File: src/sv/spq_pkg.sv
`timescale 1ns / 1ps
package spq_pkg;

   localparam int DATA_W              = 32;
   localparam int STATUS_W            = 2;
   localparam int OCC_W               = 5;
   localparam int DEFAULT_QUEUE_DEPTH = 16;

   localparam logic OP_INSERT = 1'b0;
   localparam logic OP_REMOVE = 1'b1;

   localparam logic [STATUS_W-1:0] STATUS_OK    = 2'd0;
   localparam logic [STATUS_W-1:0] STATUS_EMPTY = 2'd1;
   localparam logic [STATUS_W-1:0] STATUS_FULL  = 2'd2;

   // command broadcast to every cell of the chain
   typedef struct packed {
      logic                     insert;
      logic                     remove;
      logic signed [DATA_W-1:0] value;
   } cell_cmd_type;

endpackage

File: src/sv/spq_cell.sv
`timescale 1ns / 1ps
module spq_cell #(
   parameter int IDX = 0,
   parameter int CW  = 5
) (
   input  logic                              clock,
   input  spq_pkg::cell_cmd_type             cmd,
   input  logic [CW-1:0]                     count,
   input  logic signed [spq_pkg::DATA_W-1:0] left_value,
   input  logic                              left_gt,
   input  logic signed [spq_pkg::DATA_W-1:0] right_value,
   output logic signed [spq_pkg::DATA_W-1:0] value,
   output logic                              gt
);
   import spq_pkg::*;

   logic signed [DATA_W-1:0] value_ff;
   logic signed [DATA_W-1:0] value_in;
   logic                     valid;

   assign valid = CW'(IDX) < count;
   // strictly greater than the new value: insertion lands before this cell
   assign gt    = valid && (value_ff > cmd.value);
   assign value = value_ff;

   always_comb begin
      value_in = value_ff;
      if (cmd.insert) begin
         if (left_gt) begin
            value_in = left_value;
         end else if (gt || !valid) begin
            value_in = cmd.value;
         end
      end else if (cmd.remove) begin
         value_in = right_value;
      end
   end

   always_ff @(posedge clock) begin
      value_ff <= value_in;
   end

endmodule

File: src/sv/sorted_priority_queue.sv
`timescale 1ns / 1ps
// Sorted priority queue: ascending order, ties leave in arrival order.
// The result of a request strobes on rsp_strobe in the cycle after it is taken.
// Throughput: one request per cycle; every cell of the chain compares and shifts in parallel.
// Reset (synchronous, active high) empties the queue and drops any pending strobe;
// busy is high only while reset is held. The receiver cannot stall results.
module sorted_priority_queue #(
   parameter int QUEUE_DEPTH = spq_pkg::DEFAULT_QUEUE_DEPTH
) (
   input  logic                                clock,
   input  logic                                reset,
   input  logic                                start,
   output logic                                busy,
   input  logic                                req_op,
   input  logic signed [spq_pkg::DATA_W-1:0]   req_value,
   output logic                                rsp_strobe,
   output logic signed [spq_pkg::DATA_W-1:0]   rsp_out_value,
   output logic        [spq_pkg::STATUS_W-1:0] rsp_status,
   output logic        [spq_pkg::OCC_W-1:0]    rsp_occupancy
);
   import spq_pkg::*;

   localparam int CW = $clog2(QUEUE_DEPTH + 1);

   logic                     accept;
   logic                     full;
   logic                     empty;
   cell_cmd_type             cmd;

   logic [CW-1:0]            count_ff;
   logic [CW-1:0]            count_in;

   logic                     strobe_ff;
   logic signed [DATA_W-1:0] out_value_ff;
   logic signed [DATA_W-1:0] out_value_in;
   logic [STATUS_W-1:0]      status_ff;
   logic [STATUS_W-1:0]      status_in;

   // per-cell taps of the chain
   logic signed [DATA_W-1:0] cell_value [QUEUE_DEPTH];
   logic                     cell_gt    [QUEUE_DEPTH];

   assign busy   = reset;
   assign accept = start && !busy;
   assign full   = count_ff == CW'(QUEUE_DEPTH);
   assign empty  = count_ff == '0;

   // a dropped insert or an empty remove leaves the chain untouched
   assign cmd.insert = accept && (req_op == OP_INSERT) && !full;
   assign cmd.remove = accept && (req_op == OP_REMOVE) && !empty;
   assign cmd.value  = req_value;

   genvar g;
   generate
      for (g = 0; g < QUEUE_DEPTH; g++) begin : g_cell
         logic signed [DATA_W-1:0] left_value;
         logic                     left_gt;
         logic signed [DATA_W-1:0] right_value;

         if (g == 0) begin : g_head
            assign left_value = '0;
            assign left_gt    = 1'b0;
         end else begin : g_mid
            assign left_value = cell_value[g-1];
            assign left_gt    = cell_gt[g-1];
         end

         // tail cell keeps its own value on remove; it becomes invalid anyway
         if (g == QUEUE_DEPTH - 1) begin : g_tail
            assign right_value = cell_value[g];
         end else begin : g_body
            assign right_value = cell_value[g+1];
         end

         spq_cell #(
            .IDX (g),
            .CW  (CW)
         ) u_cell (
            .clock       (clock),
            .cmd         (cmd),
            .count       (count_ff),
            .left_value  (left_value),
            .left_gt     (left_gt),
            .right_value (right_value),
            .value       (cell_value[g]),
            .gt          (cell_gt[g])
         );
      end
   endgenerate

   always_comb begin
      count_in     = count_ff;
      out_value_in = '0;
      status_in    = STATUS_OK;
      if (accept) begin
         if (req_op == OP_INSERT) begin
            if (full) begin
               status_in = STATUS_FULL;
            end else begin
               count_in = count_ff + CW'(1);
            end
         end else begin
            if (empty) begin
               status_in = STATUS_EMPTY;
            end else begin
               // head cell always holds the smallest value
               out_value_in = cell_value[0];
               count_in     = count_ff - CW'(1);
            end
         end
      end
   end

   always_ff @(posedge clock) begin
      if (reset) begin
         count_ff  <= '0;
         strobe_ff <= 1'b0;
      end else begin
         count_ff  <= count_in;
         strobe_ff <= accept;
      end
      out_value_ff <= out_value_in;
      status_ff    <= status_in;
   end

   assign rsp_strobe    = strobe_ff;
   assign rsp_out_value = out_value_ff;
   assign rsp_status    = status_ff;
   assign rsp_occupancy = OCC_W'(count_ff);

   a_strobe_follows: assert property (@(posedge clock) disable iff (reset)
      accept |=> rsp_strobe)
      else $error("request taken without a result strobe");

   a_no_spurious: assert property (@(posedge clock) disable iff (reset)
      !accept |=> !rsp_strobe)
      else $error("result strobe without a request");

   a_count_bound: assert property (@(posedge clock) disable iff (reset)
      count_ff <= CW'(QUEUE_DEPTH))
      else $error("entry count beyond depth");

   a_insert_grows: assert property (@(posedge clock) disable iff (reset)
      cmd.insert |=> count_ff == $past(count_ff) + CW'(1))
      else $error("insert did not grow the queue");

   a_drop_holds: assert property (@(posedge clock) disable iff (reset)
      rsp_strobe && rsp_status != STATUS_OK |-> $stable(count_ff))
      else $error("failed request changed the entry count");

endmodule

File: config.mk
export PLATFORM = sky130hd
export DESIGN_NAME = sorted_priority_queue
export DESIGN_NICKNAME = d
export VERILOG_FILES = /design/src/sv/spq_pkg.sv /design/src/sv/spq_cell.sv /design/src/sv/sorted_priority_queue.sv
export SDC_FILE = /design/constraint.sdc
export NUM_CORES = 2
export LEC_CHECK = 0
export ABC_AREA = 0
export BUFFER_PORTS_ARGS = -buffer_cell sky130_fd_sc_hd__buf_2
export CORE_UTILIZATION = 55
export DETAILED_ROUTE_END_ITERATION = 12
export HOLD_SLACK_MARGIN = 0.15
export PLACE_DENSITY = 0.81
export SETUP_SLACK_MARGIN = 0.4
export SYNTH_ARGS = -nofsm -noshare
export SYNTH_HDL_FRONTEND = slang
export SYNTH_SLANG_ARGS = --single-unit
export TNS_END_PERCENT = 30
File: constraint.sdc
create_clock -name clock -period 7.2 [get_ports clock]
set_clock_uncertainty 0.2 [all_clocks]
set_input_delay 1.8 -clock clock [delete_from_list [all_inputs] [get_ports clock]]
set_output_delay 1.8 -clock clock [all_outputs]
set_load 0.02 [all_outputs]
After elaboration in Yosys (flattened, before gate mapping)

Cells that the tools add are included.

Bits in registers: 552
Bits of input ports: 36

Reductions and logical operators: 77
Bitwise logic cells: 2
Magnitude comparators: 32
Add/subtract/negate cells: 2
Eq/ne operators: 18
Multiplexer cells: 67

Operators by type and width:

| operator              | number |
|---|---|
| $mux W32              | 61 |
| $gt A32 B32 Y1        | 16 |
| $ne A3 B1 Y1 const B  | 14 |
| $lt A4 B5 Y1 const A  | 8 |
| $reduce_and A2 Y1     | 16 |
| $logic_and A1 B1 Y1   | 21 |
| $lt A3 B5 Y1 const A  | 4 |
| $logic_not A1 Y1      | 19 |
| $logic_or A1 B1 Y1    | 16 |
| $mux W5               | 3 |
| $lt A1 B5 Y1 const A  | 2 |
| $lt A2 B5 Y1 const A  | 2 |
| $add A5 B1 Y5 const B | 1 |
| $eq A5 B5 Y1 const B  | 1 |
| $logic_not A5 Y1      | 1 |
| $sub A5 B1 Y5 const B | 1 |
| $mux W2               | 2 |
| $ne A2 B2 Y1 const B  | 2 |
| $reduce_bool A2 Y1    | 2 |
| $reduce_and A3 Y1     | 1 |
| $reduce_or A3 Y1      | 1 |
| $ne A2 B1 Y1 const B  | 1 |
| $not A1 Y1            | 2 |
| $mux W1               | 1 |

Depth between registers and ports, before layout

Word-level depth: 6
Mapped depth: 12
Gate-level depth less buffers: 9

Cells and area by module

Synthesis repeated with hierarchy kept, for this count alone.

Cells, all modules: 4340
Area, all modules: 41860.1 sq um

Modules (own cells, without submodules):

| module                           | cells each | times used | area each (sq um) |
|---|---|---|---|
| spq_cell (g_cell[11].u_cell ...) | 264        | 2          | 2571.2 |
| spq_cell (g_cell[8].u_cell ...)  | 264        | 2          | 2513.7 |
| spq_cell (g_cell[10].u_cell)     | 265        | 1          | 2590.0 |
| spq_cell (g_cell[6].u_cell)      | 264        | 1          | 2582.5 |
| spq_cell (g_cell[14].u_cell)     | 264        | 1          | 2575.0 |
| spq_cell (g_cell[7].u_cell)      | 263        | 1          | 2568.7 |
| spq_cell (g_cell[0].u_cell)      | 265        | 1          | 2518.7 |
| spq_cell (g_cell[12].u_cell)     | 266        | 1          | 2512.4 |
| spq_cell (g_cell[4].u_cell)      | 267        | 1          | 2511.2 |
| spq_cell (g_cell[2].u_cell)      | 265        | 1          | 2509.9 |
| spq_cell (g_cell[13].u_cell)     | 263        | 1          | 2508.7 |
| spq_cell (g_cell[1].u_cell)      | 262        | 1          | 2508.7 |
| spq_cell (g_cell[5].u_cell)      | 262        | 1          | 2504.9 |
| spq_cell (g_cell[15].u_cell)     | 259        | 1          | 2458.6 |
| sorted_priority_queue            | 119        | 1          | 1341.3 |

Worst setup path before layout

No wires, ideal clock.

Path type: in2reg
Start point: input req_value[10] in the netlist's numbering
End point: register g_cell[2].u_cell.value_ff[0] (enable)
Cell stages on the path: 11
Buffers on the path: 3
Arrival: 5830 ps
Slack: 730 ps
Path through: inv_1 ha_1 and4_1 or4b_1 o221a_1 o2111a_1 buf_2 or2_1 buf_6 buf_6 a41oi_1

Longest elaborated chain between the ends: 5

Ends and longest elaborated chain:

| element                              | line                        | RTL |
|---|---|---|
| start, declared                      | sorted_priority_queue.sv:15 | `input logic signed [spq_pkg::DATA_W-1:0] req_value,` |
| $gt A32 B32 Y1                       | spq_cell.sv:23              | `assign gt = valid && (value_ff > cmd.value);` |
| $logic_and A1 B1 Y1                  | spq_cell.sv:23              |  |
| $logic_or A1 B1 Y1                   | spq_cell.sv:31              | `end else if (gt \|\| !valid) begin` |
| $ne A3 B1 Y1 (no source line) *      | n/a                         |  |
| $reduce_and A2 Y1 (no source line) * | n/a                         |  |
| end signal, assigned                 | spq_cell.sv:40              | `value_ff <= value_in;` |
| end, declared                        | spq_cell.sv:17              | `logic signed [DATA_W-1:0] value_ff;` |

Every way passes the cells marked *; elsewhere a longest branch is shown, timed or not.
A chain may end at the register's enable or synchronous reset.

Final worst setup path

Start point: input req_value[14] in the netlist's numbering
End point: register g_cell[4].u_cell.value_ff[26] (enable)

Longest elaborated chain between the ends: 5

Ends and longest elaborated chain:

| element                              | line |
|---|---|
| $gt A32 B32 Y1                       | spq_cell.sv:23 |
| $logic_and A1 B1 Y1                  | spq_cell.sv:23 |
| $logic_or A1 B1 Y1                   | spq_cell.sv:31 |
| $ne A3 B1 Y1 (no source line) *      | n/a |
| $reduce_and A2 Y1 (no source line) * | n/a |
| end signal, assigned                 | spq_cell.sv:40 |
| end, declared                        | spq_cell.sv:17 |

Marks and branches as above.

==> results.md <==
* Status: completed
* Hold Slack at around 0.33 ns
* Final setup viols at 0
* DRC violation count after routing at 0
* Die extent in y at approximately 270 um
* Post-place setup slack at 0.7075 ns
* Syn Nets at 4603
* DP Cell Count at just under 5k
* Dominant cell type by area after synthesis: edfxtp_1
* Share of Yosys cell area claimed by the top area cell type at 39.17%
* Worst Path Required at between 7 and 8 ns
* Die X at 269.1 um
* Final Wtd Congestion at 0.9589
* PD cells at between 200 and 250 nW/um^2
* Max Clk Rate at about 170 MHz
* Most used DFF post-synth: edfxtp_1
* Post-CTS Hold Fix Bufs at 0
* Max cap viols at 0
* Critical path launch point type: primary input
* WP data arrival at ~6 ns
* Nature of the critical path endpoint: register
* Top cells by count, synth: ha_1 (515), nand2_1 (514), edfxtp_1 (512)
* Share of layout cells above drive strength 1 at a little under 9%
* Initial cell density of the core at 55.86%
* Post-CTS sizing at 0
* CTS Sinks at approximately 550
* Cell variety after synth at 65
* Top Ports at 77
* First drt pass iteration count at 7
* Wire per inst at 26.82 um
* Post-layout util at approximately 61%
* Via density at slightly above 7
* PortBufs at 76
* Final period util at around 84%
* Lkg Pwr at around 16 nW
* Final hold violation count at 0
* First-pass GRT wire length at about 200000 um
* Cells after synthesis at 4052
* CTS buffer count at between 60 and 70
* Cell with the most instances after synthesis: ha_1
* Routed Antenna Nets at 0
* Std cell rows at 97
* CP max FO at 33
* Pin count of the biggest net entering global routing at slightly below 200
* Synth area leaders: edfxtp_1 (39%), ha_1 (16%), a221o_1 (6.6%)
* Sequential fraction of the synthesis area at between 40% and 50%
* Fin nets at 4552
* CP Class: primary input to register
* Layout fillers at 5734
* Clock root buffer: clkbuf_16
* Post-route cell area at ~43000 um^2
* DR vias at 36.04k
* Setup ws final at about 1.2 ns
* Clock Path Buffers at 3
* Setup TNS at 0 ns
* Async S/R FF share, synth at 0%
* GRT overflow at 0
* Post-layout minimum cycle time at 6.044 ns
* Peak VDD IR at around 0.18 mV
* DRT Wirelength at between 100000 and 150000 um
* Vias in the first global route at ~34k
* Dpl cell area at 40880 um^2
* Setup bufs post-CTS at 0
* Least-Margin Pin Slew at about 1.4 ns
* Final Total Pwr at 9.279 mW
* DIE AREA at just over 70000 um^2
* RSZ-0062 raised after global routing: no
* Initial antenna violation count at 8
* Reg2reg setup slack at ~2.3 ns
* CTS tree: done
* Slew headroom at around 4.3%
* Post-Synthesis Cell Area at around 40000 um^2
* Clock slew at reported path FFs at approximately 0.06 ns
* Ys Warns at 0
* Non-Filler Instances at 4999
* DRT iter0 DRCs at between 5k and 6k
* DP HPWL at between 90000 and 100000 um
* Slew Limit Fails at 0
* CORE AREA at 70270 um^2
* Number of synthesized register bits at ~550
* Area delta synth->final at 9.617%
* Post-Synthesis Mean Instance Area at around 9.7 um^2
* Overall Global Routing Usage at between 30% and 40%
* H-tree depth at 3
* Number of synthesized flops with an enable pin at just over 500
* Worst skew pair latency at ~0.62 ns
* Min-delay worst type: register to register
[worst paths after layout]
kind                                                 start                    endpoint  cells past startpoint
worst max-delay path                         req_value[14]  g_cell[4].u_cell.value[26]                     11
worst max register to register  g_cell[3].u_cell.value[14]  g_cell[4].u_cell.value[26]                      9
worst min-delay path             g_cell[0].u_cell.value[0]            rsp_out_value[0]                      1
worst min register to register   g_cell[0].u_cell.value[0]            rsp_out_value[0]                      1
[critical path: stages]
cell and delay [ns]:
buf_2 0.14, inv_1 0.25, ha_1 0.43, nand4_1 0.17
nor4_1 0.95, o21ai_0 0.29, a32oi_1 0.39, a211oi_4 0.07
or2_2 0.58, a41oi_4 0.69, buf_4 0.37
[state kept, by name, summed over array words and instances, names as in the netlist]
register / count
g_cell.u_cell.value: 512
rsp_occupancy: 5
rsp_out_value: 32
rsp_status: 2
rsp_strobe: 1
[routing by layer]
metal  up-vias  GRT usage [%]  share of wire (%)
met5         -              0              0.020
met4         2          16.26                4.6
met3       447          9.974                 14
met2      2780          53.14                 43
met1     17070          48.67                 38
li1      15740              -                  -
[cell families after synthesis]
group                      share of synthesized area, %
AOI/OAI and AO/OA                                 22.04
xor gates and xnor gates                        0.08927
adders and majority gates                         16.42
buffers and inverters                             4.071
DFF                                               41.21
muxes                                            0.9436
and+or+nand+nor                                   15.22
[cells in the final DEF, fill, tap and decap left out, types with 14 or more instances in the layout]
master,count
a21o_1,66
a21oi_1,323
a221o_1,257
a221oi_1,18
a31oi_1,66
a41oi_1,64
and2_1,35
buf_2,76
buf_4,112
clkbuf_16,71
clkinv_1,17
dfxtp_1,40
edfxtp_1,512
ha_1,515
inv_1,86
mux2_2,32
nand2_1,514
nand2b_1,26
nand3_1,55
nand4_1,100
nor2_1,201
nor3_1,262
nor4_1,25
o211ai_1,71
o21ai_0,270
or3_1,14
[cell type report]
type	count	area, um^2	area share, %
inverter	86	322.8	0.7503
timing repair buffer	194	1341	3.117
antenna	10	25.02	0.05816
multi-input combinational	3101	21860	50.81
clock inverter	31	272.8	0.6340
sequential	552	16180	37.60
clock buffer	85	1849	4.298
tap	940	1176	2.734
[power breakdown]
group | internal [mW] | switching [mW] | leakage (nW)
Sequential | 3.77 | 0.188 | 5.06
Clock | 1.99 | 1.40 | 1.03
Combinational | 0.619 | 1.32 | 10.0
Total | 6.37 | 2.91 | 16.1
No activity file was read; power rests on OpenSTA's default activity.
